--- src/design/cwac_pkg.sv ---
// Shared types and constants for the chinese wall access checker.
package cwac_pkg;

    // Default depth of the per-subject history.
    localparam int SUBJECTS_DEF = 16;

    // Fixed policy sizes.
    localparam int OBJECTS = 16;
    localparam int FIRMS   = 8;
    localparam int CLASSES = 8;

    // One bit per firm, plus one bit for accesses that have no firm.
    localparam int HIST_W      = 9;
    localparam int NO_FIRM_BIT = 8;

    // Field and register widths.
    localparam int OP_W   = 2;
    localparam int SUBJ_W = 4;
    localparam int OBJ_W  = 4;
    localparam int OFM_W  = 64;
    localparam int FCM_W  = 32;
    localparam int CFG_W  = 64;

    // Operation codes.
    localparam logic [OP_W-1:0] OP_READ  = 2'd0;
    localparam logic [OP_W-1:0] OP_WRITE = 2'd1;
    localparam logic [OP_W-1:0] OP_CLEAR = 2'd2;

    // Configuration register indexes.
    localparam logic CFG_OBJECT_FIRM = 1'b0;
    localparam logic CFG_FIRM_CLASS  = 1'b1;

    // Controller states.
    typedef enum logic
    {
        ST_IDLE,
        ST_EVAL
    } state_t;

    // Commands from the controller to the datapath.
    typedef struct packed
    {
        logic capture;
        logic finish;
    } ctrl_cmd_t;

    // Status from the datapath to the controller.
    typedef struct packed
    {
        logic out_blocked;
    } dp_status_t;

endpackage

--- src/design/cwac_ctrl.sv ---
// Controller state machine for the chinese wall access checker.
module cwac_ctrl
    import cwac_pkg::*;
(
    input  logic       clk,
    input  logic       rst_n,
    input  logic       in_valid,
    output logic       in_stall,
    input  dp_status_t status,
    output ctrl_cmd_t  cmd
);

    state_t state_reg;
    state_t state_next;

    // Advance state
    always_ff @(posedge clk or negedge rst_n)
    begin
        if (!rst_n)
        begin
            state_reg <= ST_IDLE;
        end
        else
        begin
            state_reg <= state_next;
        end
    end

    // Select next state
    always_comb
    begin
        state_next = state_reg;
        unique case (state_reg)
            ST_IDLE:
            begin
                if (in_valid)
                begin
                    state_next = ST_EVAL;
                end
            end
            ST_EVAL:
            begin
                if (!status.out_blocked)
                begin
                    state_next = ST_IDLE;
                end
            end
            default:
            begin
                state_next = ST_IDLE;
            end
        endcase
    end

    // Drive handshake and datapath commands
    always_comb
    begin
        in_stall    = 1'b1;
        cmd.capture = 1'b0;
        cmd.finish  = 1'b0;
        unique case (state_reg)
            ST_IDLE:
            begin
                in_stall    = 1'b0;
                cmd.capture = in_valid;
            end
            ST_EVAL:
            begin
                cmd.finish = !status.out_blocked;
            end
            default:
            begin
                in_stall = 1'b1;
            end
        endcase
    end

endmodule

--- src/design/cwac_datapath.sv ---
// Datapath for the chinese wall access checker: config, history memory, check, result.
module cwac_datapath
    import cwac_pkg::*;
#(
    parameter int SUBJECTS = SUBJECTS_DEF
)
(
    input  logic              clk,
    input  logic              rst_n,
    input  logic              cfg_write,
    input  logic              cfg_index,
    input  logic [CFG_W-1:0]  cfg_data,
    input  logic [OP_W-1:0]   operation,
    input  logic [SUBJ_W-1:0] subject,
    input  logic [OBJ_W-1:0]  object,
    input  ctrl_cmd_t         cmd,
    output dp_status_t        status,
    output logic              out_valid,
    input  logic              out_stall,
    output logic              granted
);

    localparam int IDX_W = (SUBJECTS > 1) ? $clog2(SUBJECTS) : 1;
    localparam int EXT_W = 7;

    logic [OFM_W-1:0]    ofm_reg;
    logic [FCM_W-1:0]    fcm_reg;
    logic [OP_W-1:0]     op_reg;
    logic [EXT_W-1:0]    subj_reg;
    logic [OBJ_W-1:0]    obj_reg;
    logic [2*HIST_W-1:0] rdata_reg;
    logic [SUBJECTS-1:0] valid_reg;
    logic [SUBJECTS-1:0] valid_next;
    logic                out_valid_reg;
    logic                granted_reg;

    logic [2*HIST_W-1:0] hist_mem [SUBJECTS];

    logic [EXT_W-1:0]    in_subj_ext;
    logic [IDX_W-1:0]    in_idx;
    logic [IDX_W-1:0]    idx;
    logic                subj_ok;
    logic [3:0]          obj_nib;
    logic                has_firm;
    logic [2:0]          firm;
    logic [3:0]          firm_nib;
    logic                has_class;
    logic [2:0]          cls;
    logic [FIRMS-1:0]    rival;
    logic [HIST_W-1:0]   acc_hist;
    logic [HIST_W-1:0]   rd_hist;
    logic [HIST_W-1:0]   rival_w;
    logic [HIST_W-1:0]   new_bit;
    logic                is_rw;
    logic                ok;
    logic                do_write;

    // Hold configuration registers
    always_ff @(posedge clk or negedge rst_n)
    begin
        if (!rst_n)
        begin
            ofm_reg <= '0;
            fcm_reg <= '0;
        end
        else if (cfg_write)
        begin
            if (cfg_index == CFG_OBJECT_FIRM)
            begin
                ofm_reg <= cfg_data;
            end
            else
            begin
                fcm_reg <= cfg_data[FCM_W-1:0];
            end
        end
    end

    assign in_subj_ext = {{(EXT_W-SUBJ_W){1'b0}}, subject};
    assign in_idx      = in_subj_ext[IDX_W-1:0];
    assign idx         = subj_reg[IDX_W-1:0];
    assign subj_ok     = subj_reg < EXT_W'(SUBJECTS);

    // Capture the request on transfer
    always_ff @(posedge clk)
    begin
        if (cmd.capture)
        begin
            op_reg   <= operation;
            subj_reg <= in_subj_ext;
            obj_reg  <= object;
        end
    end

    // Read history entry on transfer
    always_ff @(posedge clk)
    begin
        if (cmd.capture)
        begin
            rdata_reg <= hist_mem[in_idx];
        end
    end

    // Resolve the object's firm and class
    always_comb
    begin
        obj_nib   = ofm_reg[{obj_reg, 2'b00} +: 4];
        has_firm  = ({1'b0, obj_reg} < 5'(OBJECTS)) && obj_nib[3]
                    && ({1'b0, obj_nib[2:0]} < 4'(FIRMS));
        firm      = obj_nib[2:0];
        firm_nib  = fcm_reg[{firm, 2'b00} +: 4];
        has_class = has_firm && firm_nib[3] && ({1'b0, firm_nib[2:0]} < 4'(CLASSES));
        cls       = firm_nib[2:0];
    end

    // Collect the other firms of the same class
    always_comb
    begin
        for (int f = 0; f < FIRMS; f++)
        begin
            rival[f] = has_class && (3'(f) != firm) && fcm_reg[4*f+3]
                       && ({1'b0, fcm_reg[4*f +: 3]} < 4'(CLASSES))
                       && (fcm_reg[4*f +: 3] == cls);
        end
    end

    // Check the history against the rivals
    always_comb
    begin
        acc_hist = valid_reg[idx] ? rdata_reg[HIST_W-1:0] : '0;
        rd_hist  = valid_reg[idx] ? rdata_reg[2*HIST_W-1:HIST_W] : '0;
        rival_w  = {{(HIST_W-FIRMS){1'b0}}, rival};
        new_bit  = '0;
        if (has_firm)
        begin
            new_bit = HIST_W'(1) << firm;
        end
        else
        begin
            new_bit[NO_FIRM_BIT] = 1'b1;
        end
        is_rw = (op_reg == OP_READ) || (op_reg == OP_WRITE);
        ok    = is_rw && subj_ok && ((acc_hist & rival_w) == '0)
                && ((op_reg != OP_WRITE) || ((rd_hist & rival_w) == '0));
        do_write = cmd.finish && ok;
    end

    // Record a granted access
    always_ff @(posedge clk)
    begin
        if (do_write)
        begin
            hist_mem[idx] <= {(op_reg == OP_READ) ? (rd_hist | new_bit) : rd_hist,
                              acc_hist | new_bit};
        end
    end

    // Mark entries written, drop all on clear
    always_comb
    begin
        valid_next = valid_reg;
        if (cmd.finish && (op_reg == OP_CLEAR))
        begin
            valid_next = '0;
        end
        else if (do_write)
        begin
            valid_next[idx] = 1'b1;
        end
    end

    always_ff @(posedge clk or negedge rst_n)
    begin
        if (!rst_n)
        begin
            valid_reg <= '0;
        end
        else
        begin
            valid_reg <= valid_next;
        end
    end

    // Hold the result until its transfer
    always_ff @(posedge clk or negedge rst_n)
    begin
        if (!rst_n)
        begin
            out_valid_reg <= 1'b0;
        end
        else if (cmd.finish)
        begin
            out_valid_reg <= 1'b1;
        end
        else if (!out_stall)
        begin
            out_valid_reg <= 1'b0;
        end
    end

    always_ff @(posedge clk)
    begin
        if (cmd.finish)
        begin
            granted_reg <= ok || (op_reg == OP_CLEAR);
        end
    end

    assign status.out_blocked = out_valid_reg && out_stall;
    assign out_valid          = out_valid_reg;
    assign granted            = granted_reg;

endmodule

--- src/design/chinese_wall_access_check.sv ---
// Top level of the chinese wall access checker.
//
// Requests (operation, subject, object) come in on the in_valid/in_stall
// channel; a transfer happens when in_valid is high and in_stall is low.
// Each request yields one result, granted, on the out_valid/out_stall channel.
// Read and write requests are checked against the subject's history of firms
// accessed and read; a granted request is recorded. Clear empties all history.
// Configuration (object to firm map, firm to class map) is written through
// cfg_write/cfg_index/cfg_data; the user must write it only while no request is in
// flight, as the block itself does not enforce this.
// A request is taken only in ST_IDLE, so no new one is taken until the last is
// checked: the transfer edge reads the history memory port into rdata_reg, then
// ST_EVAL checks it, writes a granted entry back and sets the registered out_valid.
// When the receiver stalls, the result is held in the output register; the
// block still takes one more request and holds it, with in_stall high, until
// the waiting result is transferred.
// Reset (rst_n low, asynchronous) clears the configuration, all history and
// any pending result.
module chinese_wall_access_check
    import cwac_pkg::*;
#(
    parameter int SUBJECTS = SUBJECTS_DEF
)
(
    input  logic              clk,
    input  logic              rst_n,
    input  logic              cfg_write,
    input  logic              cfg_index,
    input  logic [CFG_W-1:0]  cfg_data,
    input  logic              in_valid,
    output logic              in_stall,
    input  logic [OP_W-1:0]   operation,
    input  logic [SUBJ_W-1:0] subject,
    input  logic [OBJ_W-1:0]  object,
    output logic              out_valid,
    input  logic              out_stall,
    output logic              granted
);

    ctrl_cmd_t  cmd;
    dp_status_t status;

    cwac_ctrl u_ctrl
    (
        .clk      (clk),
        .rst_n    (rst_n),
        .in_valid (in_valid),
        .in_stall (in_stall),
        .status   (status),
        .cmd      (cmd)
    );

    cwac_datapath #(
        .SUBJECTS (SUBJECTS)
    ) u_datapath
    (
        .clk       (clk),
        .rst_n     (rst_n),
        .cfg_write (cfg_write),
        .cfg_index (cfg_index),
        .cfg_data  (cfg_data),
        .operation (operation),
        .subject   (subject),
        .object    (object),
        .cmd       (cmd),
        .status    (status),
        .out_valid (out_valid),
        .out_stall (out_stall),
        .granted   (granted)
    );

endmodule
--- config.mk ---
export PLATFORM = sky130hd
export DESIGN_NAME = chinese_wall_access_check
export DESIGN_NICKNAME = d
export VERILOG_FILES = /design/src/design/cwac_pkg.sv /design/src/design/cwac_ctrl.sv /design/src/design/cwac_datapath.sv /design/src/design/chinese_wall_access_check.sv
export SDC_FILE = /design/constraint.sdc
export NUM_CORES = 1
export LEC_CHECK = 0
export BUFFER_PORTS_ARGS = -buffer_cell sky130_fd_sc_hd__buf_4
export CAP_MARGIN = 5
export CORE_MARGIN = 4
export CORE_UTILIZATION = 45
export CTS_CLUSTER_DIAMETER = 30
export DETAILED_ROUTE_END_ITERATION = 16
export PLACE_DENSITY_LB_ADDON = 0.3
export RECOVER_POWER = 100
export SYNTH_ARGS = -nofsm -noshare
export SYNTH_HDL_FRONTEND = slang
export SYNTH_SLANG_ARGS = --single-unit
export TNS_END_PERCENT = 5
--- constraint.sdc ---
create_clock -name clk -period 5.47 [get_ports clk]
set_clock_uncertainty 0.2 [all_clocks]
set_input_delay 1.094 -clock clk [delete_from_list [all_inputs] [get_ports clk]]
set_output_delay 1.094 -clock clk [all_outputs]
set_load 0.01 [all_outputs]
# Word level (Yosys, flattened, before mapping)
# Memory sizes are Yosys's and may differ from the RTL's. A register that Yosys moved wholly into a read port is not among the register bits.
# Cells that the tools add are included.
[totals]
reg_bits = 125
mem_bits_rw = 288
input_bits = 80
output_inout_bits = 3
elab_cells = 106
memories = 1
[op_classes]
order_cmp = 3
eq_ne = 19
n_shift = 3
muxes = 21
bitwise = 7
n_reduce_logical = 43
[mem_list]
columns = ["name", "depth", "width", "rd", "rd_ports_with_merged_regs", "wr", "line_no", "source"]
rows = [
  ["u_datapath.hist_mem", 16, 18, 1, 1, 1, "cwac_datapath.sv:37", "logic [2*HIST_W-1:0] hist_mem [SUBJECTS];"],
]
[ops]
columns = ["op", "n"]
rows = [
  ["variable part select 64 x 7 -> 4 bit", 1],
  ["logical AND 1 bit", 32],
  ["two-way mux 16 bit", 2],
  ["variable part select 32 x 6 -> 4 bit", 1],
  ["two-way mux 9 bit", 3],
  ["equality test 3 bit", 8],
  ["AND 9 x 8 -> 9 bit", 2],
  ["logical NOT 9 bit", 2],
  ["bitwise OR 9 bit", 2],
  ["bitwise OR 16 bit", 1],
  ["two-way mux 1 bit", 12],
  ["!= test 3 bit, first input constant", 4],
  ["less-than comparator 4 x 5 -> 1 bit, second input constant", 2],
  ["left shift 1 x 3 -> 9 bit, first input constant", 1],
  ["two-way mux 8 bit", 1],
  ["!= test 2 x 3 -> 1 bit, first input constant", 2],
  ["binary-select mux 1 bit (select 4 bit)", 1],
  ["demux 1 bit (select 4 bit)", 1],
  ["greater-or-equal comparator 4 x 1 -> 1 bit, second input constant", 1],
  ["!= test 2 x 1 -> 1 bit, second input constant", 2],
  ["AND reduction 2 bit", 2],
  ["logical OR 1 bit", 3],
  ["!= test 1 x 3 -> 1 bit, first input constant", 1],
  ["nonzero test 3 bit", 1],
  ["7 further kinds", 8],
]

# Longest topological paths before layout
[depth]
depth_word = 13
depth_mapped = 16
ltp_nobuf = 12

# Cells and area by module
# From an unflattened synthesis, not the netlist that was laid out.
[hier_totals]
cells_unflattened = 997
hier_area_um2 = 17051.4
[modules_own_cells]
columns = ["mod", "n_inst", "cells_per_inst", "area_each_um2", "seq_area_each_um2"]
rows = [
  ["cwac_datapath", 1, 993, 16997.6, 11325.9],
  ["cwac_ctrl", 1, 4, 53.8, 25.0],
]

# Least setup slack after synthesis
# No wires, ideal clock.
[synth_path]
path_kind = "register -> register"
from = "register u_datapath.obj_reg[2]"
to = "memory u_datapath.hist_mem[13][0] (netlist bit) (enable)"
setup_ns = 0.374
t_arrival_ns = 4.184
required_time_ns = 4.896
slack_ns = 0.712
path_stages_with_launch = 14
n_path_buf = 1
period_less_slack_ns = 4.758
path_cell_list = "edfxtp_1 -> buf_6 -> mux2_4 -> mux4_2 -> and3_1 -> nor4_2 -> o22ai_2 -> a21oi_4 -> xnor2_1 -> nor4_1 -> a2111oi_4 -> nand3_4 -> a2111oi_4 -> and3_1"
[synth_between]
elab_chain_cells = 13
elab_cells_between_ends = 53
cone_classes = "15 x eq/ne; 2 x shift; 2 x mux; 2 x bitwise; 32 x reduce/logical"
[synth_rtl]
columns = ["element", "line_no", "source"]
rows = [
  ["from (decl)", "cwac_datapath.sv:30", "logic [OBJ_W-1:0] obj_reg;"],
  ["from (signal assigned)", "cwac_datapath.sv:91", "obj_reg <= object;"],
  ["variable part select 64 x 7 -> 4 bit (*)", "cwac_datapath.sv:107", "obj_nib = ofm_reg[{obj_reg, 2'b00} +: 4];"],
  ["variable part select 32 x 6 -> 4 bit", "cwac_datapath.sv:111", "firm_nib = fcm_reg[{firm, 2'b00} +: 4];"],
  ["logical AND 1 bit", "cwac_datapath.sv:112", "has_class = has_firm && firm_nib[3] && ({1'b0, firm_nib[2:0]} < 4'(CLASSES));"],
  ["logical AND 1 bit (2 in a row)", "cwac_datapath.sv:121", "rival[f] = has_class && (3'(f) != firm) && fcm_reg[4*f+3]"],
  ["logical AND 1 bit", "cwac_datapath.sv:123", "&& (fcm_reg[4*f +: 3] == cls);"],
  ["AND 9 x 8 -> 9 bit (on tied branches)", "cwac_datapath.sv:143, cwac_datapath.sv:144", ""],
  ["logical NOT 9 bit (on tied branches)", "cwac_datapath.sv:143, cwac_datapath.sv:144", ""],
  ["logical AND 1 bit or logical OR 1 bit (tied branches)", "cwac_datapath.sv:143, cwac_datapath.sv:144", ""],
  ["logical AND 1 bit (*)", "cwac_datapath.sv:144", "&& ((op_reg != OP_WRITE) || ((rd_hist & rival_w) == '0));"],
  ["logical AND 1 bit (*)", "cwac_datapath.sv:145", "do_write = cmd.finish && ok;"],
  ["two-way mux 1 bit (*)", "cwac_datapath.sv:151", "if (do_write)"],
  ["two-way mux 1 bit (*)", "cwac_datapath.sv:153", "hist_mem[idx] <= {(op_reg == OP_READ) ? (rd_hist | new_bit) : rd_hist,"],
  ["to (decl)", "cwac_datapath.sv:37", ""],
]
# Mark *: on every way between the ends. The rest lies on a longest branch, timed or not.

# Worst setup path in the final report
[layout_path]
from = "register u_datapath.obj_reg[2]"
to = "memory u_datapath.hist_mem[6][15] (netlist bit) (enable)"
# The elaborated chain is that of the path after synthesis.

==> impl_results.md <==
- Worst-Margin Slew: 4.08 ns
- Root buffer cell: clkbuf_16
- Crit-path max FO: 16
- Post-Synth XOR/XNOR Area: 1.18%
- Gate Count Post-Synth: 914
- Boundary pin count: 83
- Fin. Hold Viols: 0
- GR Util All Layers: 20.7%
- Die Ht: 203 um
- Arr. time, crit path: 5.22 ns
- Fmax achieved: 193 MHz
- Antenna Nets Post-Route: 0
- Syn Std Cell Area: 0.0171 mm^2
- N_diodes: 0
- First-pass GRT wire length: 63,500 um
- IO buf count: 82
- Leakage: 0.00757 uW
- DR iter-0 viols: 867
- Syn_area_per_cell: 18.7 um^2
- Crit Path Class: flop to flop
- CP startpoint kind: flop
- TNS Setup: 0 ns
- Max_cap viols: 9
- Seq/Total Area, Yosys: 66.3%
- Synth Area in Adders: 0%
- VDD IR max: 233 uV
- Skew-Pair Late Insertion Delay: 0.60 ns
- GPL Wtd Cong: 0.912
- Top cells by area, synth: edfxtp_1, dfrtp_1, mux4_2, mux2_2, xnor2_1
- Post-synth EDFFs: 283
- Synth Area in Simple Gates: 3.97%
- Largest area contributor in the netlist: edfxtp_1
- CTS Sinks: 397
- Type of destination of the critical path: flop
- Hold slack: 0.295 ns
- Most common cell in the netlist: edfxtp_1
- Synth Register Bits: 397
- Final min period: 5.17 ns
- Finished Layout Cells: 1,663
- Max reg flops: 256
- Max transition margin: -172%
- Status: finished with violations
- CTS Hold Bufs: 0
- Final setup viols: 0
- Power Total: 10,700 uW
- Antenna violations before repair: 1
- DRT Wirelength: 42,000 um
- Tightest Hold Check Type: flop to flop
- Largest family of logic cells by synthesized area: multiplexers
- Drt via density: 5.67
- Placed insts: 1,513
- Layout cells sized above 1: 41.1%
- H-tree Lvls: 3
- Max Buffers Root-to-Sink: 3
- Vias in the first global route: 9,950
- CTS buffer count: 81
- Asr flop ratio synth: 28.7%
- Worst Path Required: 5.52 ns
- Top FF cell, synth: edfxtp_1
- Power per cell area: 505 mW/mm^2
- Floorplan row count: 71
- Unique cell type count in the Yosys netlist: 81
- Total congestion overflow: 0
- Largest net degree at the start of global routing: 66
- Mapped Nets: 994
- Crit share post-route: 94.6%
- Die Wd: 203 um
- Core area: 0.0376 mm^2
- Mux contribution to synthesized area: 20.9%
- Area Growth Syn to Fin: 23.3%
- TritonCTS clock tree: built
- Total of warnings raised by yosys: 0
- Fillers: 2,924
- RSZ-0062 raised after global routing: false
- Nets: 1,166
- Clk slew on worst S/H paths: 0.05 ns
- Final Max Slew Viols: 321
- Routed WL per cell: 25.2 um
- Final Core Density: 56.2%
- Top cell type's share of synthesized area: 49.6%
- DP HPWL: 28,000 um
- Starting Density: 45.6%
- Residual DRC count: 0
- Post-synth top cells: edfxtp_1, dfrtp_1, mux4_2
- Failing checks: capacitance limit, slew limit
- Post-synthesis compound-gate area fraction: 5.54%
- Drt pass-1 iters: 5
- Die ar.: 0.0413 mm^2
- Via count: 9,425
## logic make-up after synthesis
group,after synthesis
flops,397
mux,215
simple gates,118
compound gates,100
buf+inv,61
xor+xnor,23
## path summary, 6_finish.rpt
| path | cells after the start | from | slack [ns] | to |
|---|---|---|---|---|
| min reg2reg | 1 | u_datapath.valid_reg[15] | 0.29 | u_datapath.valid_reg[15] |
| min in group asynchronous | 1 | rst_n | 0.87 | u_datapath.ofm_reg[25] |
| max | 15 | u_datapath.obj_reg[2] | 0.30 | u_datapath.hist_mem[6][15] |
| max reg2reg | 15 | u_datapath.obj_reg[2] | 0.30 | u_datapath.hist_mem[6][15] |
| max in group asynchronous | 2 | rst_n | 1.46 | u_datapath.fcm_reg[12] |
| min | 1 | u_datapath.valid_reg[15] | 0.29 | u_datapath.valid_reg[15] |
## per-stage QoR
step	cell area, um^2	worst slack, ns
after CTS	21300	0.234
after global routing	21100	0.0153
after global placement	18500	0.404
after floorplan	17100	0.712
final	21100	0.298
after detailed placement	18500	0.284
## layout by cell type (no fill, tap or decap), types with 4 or more instances in the layout
| cell | synthesis | final |
|---|---|---|
| edfxtp_1 | 283 | 283 |
| dfrtp_1 | 114 | 114 |
| mux4_2 | 100 | 100 |
| mux2_2 | 97 | 96 |
| clkbuf_16 | 0 | 82 |
| buf_4 | 2 | 77 |
| clkbuf_1 | 17 | 46 |
| nand2_1 | 32 | 32 |
| o21ai_0 | 24 | 24 |
| clkbuf_4 | 1 | 20 |
| xnor2_1 | 18 | 18 |
| inv_1 | 14 | 14 |
| nor2_1 | 12 | 12 |
| a22o_1 | 12 | 12 |
| clkinv_2 | 0 | 12 |
| mux2i_1 | 11 | 11 |
| nor4_1 | 10 | 10 |
| bufinv_16 | 0 | 10 |
| clkinvlp_4 | 0 | 10 |
| a21oi_1 | 9 | 9 |
| and2_0 | 0 | 9 |
| clkinv_1 | 0 | 9 |
| and3_1 | 8 | 7 |
| inv_6 | 0 | 6 |
| nand3_1 | 5 | 5 |
| nor2b_1 | 6 | 5 |
| xor2_1 | 5 | 5 |
| a2111oi_4 | 5 | 5 |
| clkinv_4 | 0 | 5 |
| or3_1 | 4 | 4 |
| mux2_4 | 4 | 4 |
| a211oi_1 | 4 | 4 |
| nor3_1 | 4 | 4 |
| a311oi_1 | 4 | 4 |
| and2_1 | 13 | 4 |
| a32o_1 | 4 | 4 |
## power breakdown
group	switching (uW)	internal, uW
sequential	186	3750
combinational	1160	724
clock	1600	3270
## critical path: stages (launching register included)
cell       delay, ns
edfxtp_1        0.31
buf_4           0.23
buf_4           0.24
mux4_2          0.34
mux2i_4         0.33
o2bb2ai_4       0.21
a21oi_1         0.16
a2111oi_2       0.51
mux2i_4         0.24
xnor2_1         0.28
nor4_1          0.13
a2111oi_4       0.41
nand3_4         0.21
a2111oi_4       0.54
and2_0          0.18
clkbuf_4        0.30
## final cells by class
| class | count | area, um^2 | share of cell area [%] |
|---|---|---|---|
| sequential | 397 | 11400 | 53.7 |
| multi-input combinational | 456 | 5430 | 25.7 |
| clock buffer | 95 | 2130 | 10.1 |
| timing repair buffer | 136 | 908 | 4.30 |
| inverter | 14 | 52.6 | 0.249 |
| clock inverter | 54 | 616 | 2.91 |
| tap | 511 | 639 | 3.03 |
## what timing repair did
action                     in CTS  in global routing
buffers inserted                0                  1
gates resized for setup         0                  2
setup endpoints to repair       0                256
## routing by layer
layer / GRT usage (%) / share of wire (%)
met5: 0 / 0
met4: 7.85 / 3.3
met2: 33.2 / 49
met3: 5.14 / 6.9
met1: 27.6 / 40
(Power assumes the default switching activity.)
